==> config.mk <==
export PLATFORM = sky130hd
export DESIGN_NAME = hex_range_prefix_length
export DESIGN_NICKNAME = d
export VERILOG_FILES = /design/src/rtl/core/hrpl_pkg.sv /design/src/rtl/core/hrpl_step.sv /design/src/rtl/core/hrpl_out_reg.sv /design/src/rtl/core/hex_range_prefix_length.sv
export SDC_FILE = /design/constraint.sdc
export NUM_CORES = 1
export LEC_CHECK = 0
export CAP_MARGIN = 10
export CORE_MARGIN = 4
export CORE_UTILIZATION = 29
export CTS_CLUSTER_DIAMETER = 50
export DETAILED_ROUTE_END_ITERATION = 10
export DONT_BUFFER_PORTS = 1
export PLACE_DENSITY = 0.49
export SLEW_MARGIN = 20
export SYNTH_ARGS = -nofsm -noshare
export SYNTH_HDL_FRONTEND = slang
export SYNTH_SLANG_ARGS = --single-unit
export TNS_END_PERCENT = 20
==> constraint.sdc <==
create_clock -name i_clk -period 4.1 [get_ports i_clk]
set_input_delay 0 -clock i_clk [delete_from_list [all_inputs] [get_ports i_clk]]
set_output_delay 0 -clock i_clk [all_outputs]
set_load 0.05 [all_outputs]
==> src/rtl/core/hrpl_pkg.sv <==
// Shared types, constants and a helper function for the hex range prefix length block.
`default_nettype none
package hrpl_pkg;

    localparam int unsigned MAX_DIGITS = 32;
    localparam int unsigned CNT_W      = $clog2(MAX_DIGITS + 1);

    localparam logic [7:0] CH_NUL  = 8'h00;
    localparam logic [7:0] CH_ZERO = 8'h30;
    localparam logic [7:0] CH_NINE = 8'h39;
    localparam logic [7:0] CH_A    = 8'h61;
    localparam logic [7:0] CH_F    = 8'h66;

    typedef enum logic [3:0] {
        PH_MATCH = 4'b0001,
        PH_TAIL  = 4'b0010,
        PH_VALID = 4'b0100,
        PH_BAD   = 4'b1000
    } t_phase;

    typedef struct packed {
        logic [7:0] a_char;
        logic [7:0] b_char;
        logic       last_pos;
    } t_item;

    typedef struct packed {
        logic [7:0] prefix_bits;
        logic       valid_res;
    } t_result;

    typedef struct packed {
        logic       bad;
        logic [3:0] value;
    } t_hex;

    function automatic t_hex hex_decode(input logic [7:0] c);
        t_hex h;
        h.bad   = 1'b0;
        h.value = 4'h0;
        if (c >= CH_ZERO && c <= CH_NINE) begin
            h.value = 4'(c - CH_ZERO);
        end else if (c >= CH_A && c <= CH_F) begin
            h.value = 4'(c - CH_A + 8'd10);
        end else begin
            h.bad = 1'b1;
        end
        return h;
    endfunction

endpackage
`default_nettype wire

==> src/rtl/core/hrpl_step.sv <==
// Per-position phase, bit count and digit count update for one address pair.
`default_nettype none
module hrpl_step
    import hrpl_pkg::*;
(
    input  wire logic    i_clk,
    input  wire logic    i_rst_n,
    input  wire logic    i_en,
    input  wire t_item   i_item,
    output logic         o_emit,
    output t_result      o_res
);

    t_phase           r_phase,     n_phase;
    logic [7:0]       r_bit_total, n_bit_total;
    logic [CNT_W-1:0] r_digit_cnt, n_digit_cnt;

    t_hex       w_ha, w_hb;
    logic [3:0] w_x;
    logic [3:0] w_low;
    logic [1:0] w_k;

    always_comb begin
        w_ha = hex_decode(i_item.a_char);
        w_hb = hex_decode(i_item.b_char);
        w_x  = w_ha.value ^ w_hb.value;
        priority if (w_x[3]) begin
            w_k   = 2'd0;
            w_low = 4'b1111;
        end else if (w_x[2]) begin
            w_k   = 2'd1;
            w_low = 4'b0111;
        end else if (w_x[1]) begin
            w_k   = 2'd2;
            w_low = 4'b0011;
        end else begin
            w_k   = 2'd3;
            w_low = 4'b0001;
        end
    end

    always_comb begin
        n_phase     = r_phase;
        n_bit_total = r_bit_total;
        n_digit_cnt = r_digit_cnt;
        o_emit      = 1'b0;
        o_res       = '0;

        if (r_phase == PH_MATCH || r_phase == PH_TAIL) begin
            if (i_item.a_char == CH_NUL) begin
                n_phase = (i_item.b_char == CH_NUL) ? PH_VALID : PH_BAD;
            end else if (r_digit_cnt >= CNT_W'(MAX_DIGITS)) begin
                n_phase = PH_BAD;
            end else begin
                n_digit_cnt = r_digit_cnt + CNT_W'(1);
                if (r_phase == PH_MATCH) begin
                    if (w_ha.bad || w_hb.bad) begin
                        n_phase = PH_BAD;
                    end else if (w_x == 4'h0) begin
                        n_bit_total = r_bit_total + 8'd4;
                    end else if ((w_ha.value & w_low) == 4'h0 &&
                                 (w_hb.value & w_low) == w_low) begin
                        n_bit_total = r_bit_total + 8'(w_k);
                        n_phase     = PH_TAIL;
                    end else begin
                        n_phase = PH_BAD;
                    end
                end else if (i_item.a_char != CH_ZERO || i_item.b_char != CH_F) begin
                    n_phase = PH_BAD;
                end
            end
        end

        if (i_item.last_pos) begin
            o_emit          = 1'b1;
            o_res.valid_res = (n_phase != PH_BAD);
            o_res.prefix_bits = o_res.valid_res ? n_bit_total : 8'd0;
            n_phase     = PH_MATCH;
            n_bit_total = 8'd0;
            n_digit_cnt = '0;
        end
    end

    always_ff @(posedge i_clk) begin
        if (!i_rst_n) begin
            r_phase     <= PH_MATCH;
            r_bit_total <= 8'd0;
            r_digit_cnt <= '0;
        end else if (i_en) begin
            r_phase     <= n_phase;
            r_bit_total <= n_bit_total;
            r_digit_cnt <= n_digit_cnt;
        end
    end

endmodule
`default_nettype wire

==> src/rtl/core/hrpl_out_reg.sv <==
// Result register on the master side.
`default_nettype none
module hrpl_out_reg
    import hrpl_pkg::*;
(
    input  wire logic    i_clk,
    input  wire logic    i_rst_n,
    input  wire logic    i_load,
    input  wire t_result i_res,
    input  wire logic    i_m_tready,
    output logic         o_m_tvalid,
    output t_result      o_res
);

    logic    r_valid, n_valid;
    t_result r_res;

    always_comb begin
        if (i_load) begin
            n_valid = 1'b1;
        end else if (i_m_tready) begin
            n_valid = 1'b0;
        end else begin
            n_valid = r_valid;
        end
    end

    always_ff @(posedge i_clk) begin
        if (!i_rst_n) begin
            r_valid <= 1'b0;
        end else begin
            r_valid <= n_valid;
        end
    end

    always_ff @(posedge i_clk) begin
        if (i_load) begin
            r_res <= i_res;
        end
    end

    assign o_m_tvalid = r_valid;
    assign o_res      = r_res;

endmodule
`default_nettype wire

==> src/rtl/core/hex_range_prefix_length.sv <==
// Top level of the hex range prefix length block.
//
// Each slave transaction carries one character position of two lower-case hex
// address strings (byte 0 ends a string); tlast marks the final position of a
// pair, and on that transaction one result follows: the prefix length in bits
// and a valid flag (length 0 when invalid). A transaction is taken into an
// input register; the phase/count update and result are formed combinationally
// from there into the output register, so one position per clock is sustained
// when the master side is ready. The output register, which drives the master
// side, takes a result when its last position leaves the input register. A
// stalled result holds the input register and then the slave side.
`default_nettype none
module hex_range_prefix_length
    import hrpl_pkg::*;
(
    input  wire logic        i_clk,
    input  wire logic        i_rst_n,
    input  wire logic        s_axis_tvalid,
    output logic             s_axis_tready,
    input  wire logic [15:0] s_axis_tdata,   // [7:0] a_char, [15:8] b_char
    input  wire logic        s_axis_tlast,   // last_pos
    output logic             m_axis_tvalid,
    input  wire logic        m_axis_tready,
    output logic [7:0]       m_axis_tdata,   // [7:0] prefix_bits
    output logic             m_axis_tuser    // [0] valid_res
);

    logic    r_in_valid, n_in_valid;
    t_item   r_item;
    logic    w_out_free;
    logic    w_step_en;
    logic    w_accept;
    logic    w_emit;
    t_result w_res;
    t_result w_out_res;

    assign w_out_free    = !m_axis_tvalid || m_axis_tready;
    assign w_step_en     = r_in_valid && w_out_free;
    assign s_axis_tready = !r_in_valid || w_out_free;
    assign w_accept      = s_axis_tvalid && s_axis_tready;

    always_comb begin
        if (w_accept) begin
            n_in_valid = 1'b1;
        end else if (w_step_en) begin
            n_in_valid = 1'b0;
        end else begin
            n_in_valid = r_in_valid;
        end
    end

    always_ff @(posedge i_clk) begin
        if (!i_rst_n) begin
            r_in_valid <= 1'b0;
        end else begin
            r_in_valid <= n_in_valid;
        end
    end

    always_ff @(posedge i_clk) begin
        if (w_accept) begin
            r_item.a_char   <= s_axis_tdata[7:0];
            r_item.b_char   <= s_axis_tdata[15:8];
            r_item.last_pos <= s_axis_tlast;
        end
    end

    hrpl_step u_step (
        .i_clk   (i_clk),
        .i_rst_n (i_rst_n),
        .i_en    (w_step_en),
        .i_item  (r_item),
        .o_emit  (w_emit),
        .o_res   (w_res)
    );

    hrpl_out_reg u_out (
        .i_clk      (i_clk),
        .i_rst_n    (i_rst_n),
        .i_load     (w_step_en && w_emit),
        .i_res      (w_res),
        .i_m_tready (m_axis_tready),
        .o_m_tvalid (m_axis_tvalid),
        .o_res      (w_out_res)
    );

    assign m_axis_tdata = w_out_res.prefix_bits;
    assign m_axis_tuser = w_out_res.valid_res;

endmodule
`default_nettype wire

==> results of run 1 <==
[worst register-to-register path: cells and delay by family (launching register included)]
family | cells | cell delay [ns]
adder cells (fa/ha/maj) | 4 | 1.02
flip-flops | 1 | 0.40
AO/OA/AOI/OAI | 2 | 0.26
buffers and inverters | 4 | 0.39
AND/OR/NAND/NOR | 8 | 1.78
[cell usage in the layout, fill, tap and decap left out, drive strengths merged, types with 3 or more instances in the layout]
master,Yosys,layout
a21oi,25,25
a21o,3,3
edfxtp,26,26
and3,3,3
nor2,22,22
nor3,6,6
buf,3,15
nand4,7,7
xor2,3,3
nor4,5,5
nand2b,5,5
dfxtp,20,20
nor4b,4,4
or4,3,3
xnor2,3,3
o31a,3,3
o31ai,3,3
nand2,19,19
and4,5,5
nand3,13,13
nand4bb,3,3
and2,3,3
o211ai,8,8
a31oi,3,3
a2111oi,3,3
inv,19,19
o2111ai,3,3
or3b,3,3
nand4b,3,3
clkbuf,9,6
dlygate4sd3,0,20
nor3b,3,3
ha,13,13
o21ai,11,11
a211o,3,3
[cells in the mapped netlist, types with 4 or more instances]
| cell type | n | area, um2 |
|---|---|---|
| edfxtp_1 | 26 | 780.8 |
| a21oi_1 | 25 | 125.1 |
| clkbuf_1 | 9 | 33.78 |
| nand3_1 | 13 | 65.06 |
| nor3_1 | 6 | 30.03 |
| and4_1 | 4 | 35.03 |
| o211ai_1 | 8 | 60.06 |
| o21ai_0 | 11 | 55.05 |
| ha_1 | 13 | 162.7 |
| nand2b_1 | 5 | 31.28 |
| nor4_1 | 5 | 31.28 |
| nor2_1 | 21 | 78.83 |
| nand2_1 | 19 | 71.32 |
| nand4_1 | 7 | 43.79 |
| inv_1 | 19 | 71.32 |
| dfxtp_1 | 20 | 400.4 |
[routing by layer]
metal  track usage [%]  up-vias  share of wire, %
li1                  -     1218                 -
met2             18.87       52                46
met4             3.697        0              0.81
met1             17.88     1126                50
met3             2.627        4               3.9
met5                 0        -                 0
[report_power, final]
group	switching, mW	internal [mW]	total [mW]
sequential	0.0245	0.503	0.527
clock	0.171	0.121	0.292
combinational	0.0670	0.0519	0.119
[timing repair]
action                                  CTS  global route
endpoints found under the setup margin    2             6
pin swaps                                 0             5
buffers inserted                          1             2
endpoints found under the hold margin    28             0
hold buffers                             20             0
gates resized for setup                   3            17
[metrics by stage]
step | utilization, % | cells
floorplan | - | 301
global placement | 31.86 | 434
detailed placement | 31.86 | 434
CTS | 34.92 | 463
global route | 35.78 | 465
finish | 35.78 | 465
[final cells by class]
class / instances / area [um2]
clock buffer: 6 / 72.57
clock inverter: 2 / 13.76
multi-input combinational: 224 / 1679
inverter: 19 / 71.32
sequential: 46 / 1181
fill: 1008 / 6277
timing repair buffer: 35 / 312.8
tap: 133 / 166.4
[sequential cells by signal, indices dropped and copies added, names as in the netlist]
name and cells:
u_step.r_bit_total 8, u_out.o_res 9, r_item 17, u_out.o_m_tvalid 1
r_in_valid 1, u_step.r_digit_cnt 6, u_step.r_phase 4
[cell families (layout without fill, tap and decap cells)]
kind of cell	after synthesis	in the layout	share of synthesized area, %
fa+ha+maj	14	14	6.277
compound gates	86	86	22.06
mux	3	3	1.075
buf+inv	31	62	4.256
flops	46	46	40.58
xor+xnor	6	6	1.806
simple gates	115	115	23.95
[worst max path at each step]
stage | slack [ns] | endpoint
final | 0.21 | u_step.r_bit_total[6]
after global routing | -0.02 | u_out.o_res[5]
after CTS | 0.03 | u_step.r_bit_total[6]
after detailed placement | -0.04 | u_step.r_bit_total[6]
after global placement | 0.07 | u_step.r_bit_total[6]
after floorplan | 0.17 | u_step.r_bit_total[6]
==> flow_summary.ini, run 1 <==
[outcome]
outcome = complete, no violations

[floorplan]
initial_core_util_pct = 29.77
rows = 36
core_region_area_mm2 = 0.009774
fp.dieH_um = 108.2
die-area_mm2 = 0.01170
io_pins = 32
fp.dieW_um = 108.2

[grt]
grt_antenna_before_repair = 0
grt_usage_pct = 12.48
grt_pass1_vias = 2307
grt-ovfl-total = 0
grt_start_max_net_pins = 18
grt_pass1_wl_um = 11540

[setup_path]
crit_family = simple AND/OR/NAND/NOR gates
timing.rr.start = r_item[10]
crit_chain = inv_2 > ha_2 > or3b_4 > and4_4 > nor2_4 > nor2_1 > ha_1 > inv_1 > nor2_1 > ha_2 > inv_1 > fa_2 > or3_4 > a2111oi_4 > buf_4 > o31ai_2 > or4_1 > nand3_1
cp.arrival_ns = 4.14
critical_path_buf_inv_count = 4
cp.required_ns = 4.36
cp.depth = 18
cp-end-kind = flip-flop
r2r_cells = 18
timing.rr.end = u_step.r_bit_total[6]
path_class = flip-flop to flip-flop
max_stage_delay_ns = 0.41
startpoint = r_item[10]
worstPathMaxFanout = 4
critPathSlowestCell = or4_1
reg2reg_slack_ns = 0.21
worst_setup_path_start_kind = flip-flop

[power]
powerDensity_mw_per_mm2 = 268.2
p_total_mw = 0.9380
power_leakage_nw = 1.216
peakVddDrop_uv = 164.3

[yosys]
seq_area_frac_synth_pct = 40.58
synth_top_flop_cell = edfxtp_1
avgSynthCellArea_um2 = 9.669
yosysUniqueCellTypes = 69
ys_warn_count = 0
synth-edff-count = 26
syn_nets = 336
netlist_instances = 301
synth-seq-cells = 46
async_reset_ff_share_pct = 0
synth_area_mm2 = 0.002910

[sta]
drv_slew = 0
worst_pin_slew_ns = 0.7667
skew_ns = 0.01175
hold_slack_ns = 0.1171
postLayoutSetupSlackWorst_ns = 0.2147
fmax_mhz = 257.4
post-route-min-period_ns = 3.885
setup_tns_ns = 0
max_slew_margin_pct = 48.88
final_hold_viol_count = 0
fin_crit_sh_pct = 94.76
setup_viol = 0

[clock_tree]
clk_pin_slew_ns = 0.10
clockBufferDepth = 2
cts-buffers-inserted = 5
cts_max_level = 2
cts.sinks = 46
clockRootBuffer = clkbuf_8
worstSkewPairLatency_ns = 0.31
cts_tree = yes

[placement]
place_area_mm2 = 0.003114
port_buffers = 0
preCtsSetupSlack_ns = -0.04296
place.gp.congestion = 0.7583
place_hpwl_um = 5038

[cells_and_area]
final_area_mm2 = 0.003497
area_delta_synth_final_pct = 20.16
num_antenna_cells = 0
drive_above_1_share_pct = 14.76
final_nets = 366

[detailed_routing]
drtPass1Iterations = 4
postRouteAntennaNets = 0
remaining_drc_errors = 0
viasPerCell = 5.161
drt_iter0_drc = 98
routed_wl_um = 7028
via_count = 2400
wl_per_cell_um = 15.11

[hold_path]
holdCritPathClass = primary input to flip-flop
holdPathEnd = u_step.r_digit_cnt[1]
hp-start = i_rst_n
hold_depth = 2

[run]
drv_cap = 0
Power figures use the tool's default switching activity.
==> run 2: changes to the inputs <==
==> constraint.sdc (replaced) <==
create_clock -name i_clk -period 4.1 [get_ports i_clk]
set_input_delay 0 -clock i_clk [delete_from_list [all_inputs] [get_ports i_clk]]
set_output_delay 0 -clock i_clk [all_outputs]
set_load 0.1 [all_outputs]
==> run 2 against run 1 <==
Effect of this change: via count up 2.7%; global-route usage shrank 0.31 points; setup slack worse by 0.0081 ns; critical endpoint unchanged; largest cell class unchanged; cell count up 0.43%; critical path type unchanged; die area stayed put; non-clock buffer count is 2 higher; clock power grew 22%.
==> flow_summary.ini, run 2 (synthesis results as in run 1) <==
[outcome]
outcome = complete, no violations

[clock_tree]
cts_max_level = 2
cts.sinks = 46
clockBufferDepth = 2
clk_pin_slew_ns = 0.10
cts-buffers-inserted = 5
worstSkewPairLatency_ns = 0.31
clockRootBuffer = clkbuf_8
cts_tree = yes

[cells_and_area]
largest-register = r_item
final_cell_mix = 26 x edfxtp_1, 25 x a21oi_1, 20 x dlygate4sd3_1, 20 x dfxtp_1
largest_reg_flops = 17
final_common_cell = edfxtp_1
final_nets = 368
area_delta_synth_final_pct = 21.88
num_antenna_cells = 0
drive_above_1_share_pct = 15.87

[power]
power_leakage_nw = 1.238
powerDensity_mw_per_mm2 = 285.6
p_total_mw = 1.013
peakVddDrop_uv = 140.5

[detailed_routing]
wl_per_cell_um = 15.06
drtPass1Iterations = 5
drt_iter0_drc = 113
remaining_drc_errors = 0
routed_wl_um = 7035
postRouteAntennaNets = 0
viasPerCell = 5.276
via_count = 2464

[setup_path]
max_stage_delay_ns = 0.44
crit_family = simple AND/OR/NAND/NOR gates
reg2reg_slack_ns = 0.21
crit_chain = ha_2 > or3b_4 > and4_4 > nor2_2 > nor2_1 > ha_1 > inv_1 > nor2_1 > ha_2 > inv_1 > fa_2 > or3_4 > a2111oi_4 > buf_4 > o31ai_2 > or4_1 > nand3_1
r2r_cells = 17
worst_setup_path_start_kind = flip-flop
cp-end-kind = flip-flop
timing.rr.end = u_step.r_bit_total[6]
critPathSlowestCell = edfxtp_1
cp.arrival_ns = 4.15
startpoint = r_item[9]
cp.required_ns = 4.36
timing.rr.start = r_item[9]
worstPathMaxFanout = 4
critical_path_buf_inv_count = 3
path_class = flip-flop to flip-flop

[sta]
max_slew_margin_pct = 40.46
fin_crit_sh_pct = 94.96
fmax_mhz = 256.8
postLayoutSetupSlackWorst_ns = 0.2066
rsz0062_at_grt = false
final_hold_viol_count = 0
skew_ns = 0.007524
worst_pin_slew_ns = 0.8950
post-route-min-period_ns = 3.893
hold_slack_ns = 0.1089
drv_slew = 0
setup_viol = 0

[grt]
grt_pass1_vias = 2301
grt_pass1_wl_um = 11410
grt-ovfl-total = 0
grt_antenna_before_repair = 0
grt_usage_pct = 12.17
grt_start_max_net_pins = 18

[floorplan]
fp.dieH_um = 108.2
rows = 36
die-area_mm2 = 0.01170
initial_core_util_pct = 29.77
fp.dieW_um = 108.2
core_region_area_mm2 = 0.009774
io_pins = 32

[hold_path]
holdCritPathClass = primary input to flip-flop
hp-start = i_rst_n
hold_depth = 2
holdPathEnd = u_step.r_digit_cnt[1]

[placement]
preCtsSetupSlack_ns = -0.02845
place_hpwl_um = 4966
port_buffers = 0
place.gp.congestion = 0.7628

[run]
drv_cap = 0
[run 2: metal layers]
layer / track usage [%] / vias to the layer above / part of all wire, %
met5: 0 / - / 0
met4: 3.246 / 0 / 0.97
met3: 2.328 / 6 / 4.3
met2: 19.09 / 70 / 45
met1: 17.15 / 1167 / 50
li1: - / 1221 / -
[run 2: power breakdown]
group / internal (mW) / switching (mW) / total (mW)
combinational: 0.0528 / 0.0718 / 0.125
clock: 0.183 / 0.174 / 0.357
sequential: 0.503 / 0.0290 / 0.532
[run 2: worst max path at each step]
stage | end | slack [ns] | cells past startpoint
final | u_step.r_bit_total[6] | 0.21 | 17
after global routing | u_step.r_bit_total[6] | 0.003 | 17
after CTS | u_step.r_bit_total[6] | 0.03 | 18
after detailed placement | u_step.r_bit_total[6] | -0.03 | 18
after global placement | u_step.r_bit_total[6] | 0.07 | 18
after floorplan | u_step.r_bit_total[6] | 0.17 | 16
[run 2: what timing repair did]
action                                  CTS  global route
buffers inserted                          2             1
pin swaps                                 1             7
resized for setup                         2            20
cloned                                    0             0
hold buffers                             20             0
endpoints found under the setup margin    2             6
hold endpoints to repair                 28             0
[run 2: worst register-to-register path: stages, from the launching register on]
cell	delay (ns)
edfxtp_1	0.44
ha_2	0.23
or3b_4	0.40
and4_4	0.21
nor2_2	0.13
nor2_1	0.07
ha_1	0.30
inv_1	0.07
nor2_1	0.10
ha_2	0.18
inv_1	0.06
fa_2	0.33
or3_4	0.38
a2111oi_4	0.19
buf_4	0.18
o31ai_2	0.07
or4_1	0.41
nand3_1	0.10
[run 2: metrics by stage]
| step | instances | area, um2 | util [%] | TNS (ns) |
|---|---|---|---|---|
| after global routing | 467 | 3547 | 36.29 | 0 |
| after global placement | 436 | 3129 | 32.01 | 0 |
| final | 467 | 3547 | 36.29 | 0 |
| after detailed placement | 436 | 3129 | 32.01 | -0.02845 |
| after CTS | 466 | 3460 | 35.39 | 0 |
| after floorplan | 301 | 2910 | - | 0 |
[run 2: layout make-up]
cell class,instances,area [um2]
Clock buffer,5,68.82
Clock inverter,3,43.79
Fill cell,992,6227
Inverter,19,71.32
Multi-Input combinational cell,224,1688
Sequential cell,46,1181
Tap cell,133,166.4
Timing Repair Buffer,37,327.8
==> run 3: changes to the inputs <==
- CORE_MARGIN: 4 -> 5
- PLACE_DENSITY: 0.49 -> 0.48
- clock period: 4.1 -> 3.8 ns (I/O delays scaled with it)
==> run 3 against run 2 <==
Effect of this change: the run now ends with negative setup slack left; die area increased by 3.7%; sequential cell count stayed put; core utilization rose by 1.7 points; sequential share of layout area shrank 1.5 points; sequential power up 7.7%; critical path depth grew 1; first-iteration DRC count is 19% lower; register-to-register slack got worse by 0.23 ns; count of clock-buffer cells in the layout increased by 1; clock skew is 0.00092 ns lower; design area up 4.8%; cell count grew 4.3%.
==> flow_summary.ini, run 3 (synthesis results as in run 1) <==
[setup_path]
cp.arrival_ns = 3.89
timing.rr.end = u_out.o_res[3]
worstPathMaxFanout = 3
startpoint = r_item[9]
path_class = flip-flop to flip-flop
cp.required_ns = 3.87
reg2reg_slack_ns = -0.02
worst_setup_path_start_kind = flip-flop
timing.rr.start = r_item[9]
r2r_cells = 18
crit_path_end = u_out.o_res[3]
cp-end-kind = flip-flop

[power]
clockPowerShare_pct = 34.6
peakVddDrop_uv = 126.5
p_total_mw = 1.097
swShare_pct = 26.75
pwr-share-comb_pct = 13.2
powerDensity_mw_per_mm2 = 295.1
switching_power_mw = 0.2933
power_leakage_nw = 1.331
seq_power_share_pct = 52.2
intPower_mw = 0.8034

[placement]
place.gp.congestion = 0.7961
port_buffers = 0
preCtsSetupSlack_ns = -0.2270
place_hpwl_um = 5168

[cells_and_area]
largest_reg_flops = 17
area_delta_synth_final_pct = 27.69
nFillCells = 1000
drive_above_1_share_pct = 22.32
largest-register = r_item
final_common_cell = buf_4
num_antenna_cells = 0
final_cell_mix = 37 x buf_4, 26 x edfxtp_1, 23 x a21oi_1
final_nets = 388

[sta]
max_slew_margin_pct = 40.61
setup_viol = 1
final_hold_viol_count = 0
skew_ns = 0.006604
worst_pin_slew_ns = 0.8927
drv_slew = 0
fmax_mhz = 261.8
postLayoutSetupSlackWorst_ns = -0.02018
fin_crit_sh_pct = 100.5
rsz0062_at_grt = true
post-route-min-period_ns = 3.820

[grt]
grt_usage_pct = 12.55
grt_start_max_net_pins = 18
grt_antenna_before_repair = 0
grt-ovfl-total = 0
grt_pass1_wl_um = 12090
grt_pass1_vias = 2489

[detailed_routing]
viasPerCell = 5.183
drt_iter0_drc = 92
postRouteAntennaNets = 0
remaining_drc_errors = 0
via_count = 2524
routed_wl_um = 7274
wl_per_cell_um = 14.94
drtPass1Iterations = 5

[floorplan]
io_pins = 32
fp.dieH_um = 110.2
core_region_area_mm2 = 0.009774
fp.dieW_um = 110.2
rows = 36
die-area_mm2 = 0.01214
initial_core_util_pct = 29.77

[clock_tree]
clk_pin_slew_ns = 0.10
clockRootBuffer = clkbuf_8
cts_max_level = 2
worstSkewPairLatency_ns = 0.31
cts-buffers-inserted = 5
cts.sinks = 46
cts_tree = yes
clockBufferDepth = 2

[outcome]
violations = negative setup slack
outcome = finished, violations left

[hold_path]
holdCritPathClass = primary input to flip-flop

[run]
drv_cap = 0
[run 3: what timing repair did]
action	CTS	global route
gates resized for setup	20	7
hold buffers	20	0
pin swaps	12	8
hold endpoints to repair	28	0
setup endpoints to repair	6	6
setup buffers	6	2
[run 3: worst min path at each step]
stage | startpoint | end | slack, ns | depth (start not counted)
after floorplan | s_axis_tlast | r_item[0] | 0.1 | 0
after CTS | i_rst_n | u_step.r_digit_cnt[1] | 0.1 | 2
final | i_rst_n | u_step.r_digit_cnt[1] | 0.1 | 2
after global routing | i_rst_n | u_step.r_digit_cnt[1] | 0.13 | 2
after detailed placement | s_axis_tdata[2] | r_item[11] | 0.1 | 0
after global placement | s_axis_tdata[11] | r_item[4] | 0.1 | 0
[run 3: per-layer routing]
metal	vias to the layer above	GRT usage, %	share of wire (%)	wire length, um
met4	0	4.222	1.2	85
li1	1263	-	-	-
met3	5	1.864	3.1	228
met5	-	0	0	0
met1	1206	17.20	49	3586
met2	50	20.23	46	3373
[run 3: area by class of cell]
| type | count | area, um2 | area share, % |
|---|---|---|---|
| multi-input cells | 224 | 1709 | 45.99 |
| flip-flops and latches | 46 | 1181 | 31.78 |
| repair buffers | 57 | 478.0 | 12.86 |
| well taps | 133 | 166.4 | 4.478 |
| clock buffers | 6 | 72.57 | 1.953 |
| inverters | 19 | 71.32 | 1.919 |
| clock inverters | 2 | 37.54 | 1.010 |
[run 3: power groups by stage]
stage                     Sequential [mW]  Clock (mW)  Combinational, mW
final                               0.573       0.379              0.144
after global routing                0.576       0.406              0.158
after CTS                           0.573       0.388              0.143
after detailed placement            0.584           0              0.119
after global placement              0.584           0              0.120
after floorplan                     0.582           0             0.0809
[run 3: worst max-delay path, stage by stage (launching register included)]
cell and delay, ns:
edfxtp_1 0.44, inv_1 0.09, ha_2 0.17, or3b_4 0.38, and4_4 0.22, nor2_4 0.09, nor2_2 0.04, ha_1 0.31
inv_2 0.05, nor2_2 0.08, ha_2 0.18, inv_2 0.04, fa_2 0.33, or3_4 0.35, a2111oi_4 0.31, buf_4 0.20
o31a_1 0.15, xnor2_1 0.12, nor2_1 0.05
[run 3: metrics by stage]
stage               utilization, %  instances  instance area [um2]  hold slack [ns]  setup TNS, ns
finish                       38.02        487                 3716          0.09879       -0.02018
floorplan                        -        301                 2928          0.09887              0
CTS                          37.60        485                 3675          0.09565        -0.4988
detailed placement           33.35        451                 3259          0.09893        -0.8341
global route                 38.02        487                 3716           0.1284        -0.9437
global placement             33.35        451                 3259          0.09893        -0.1695
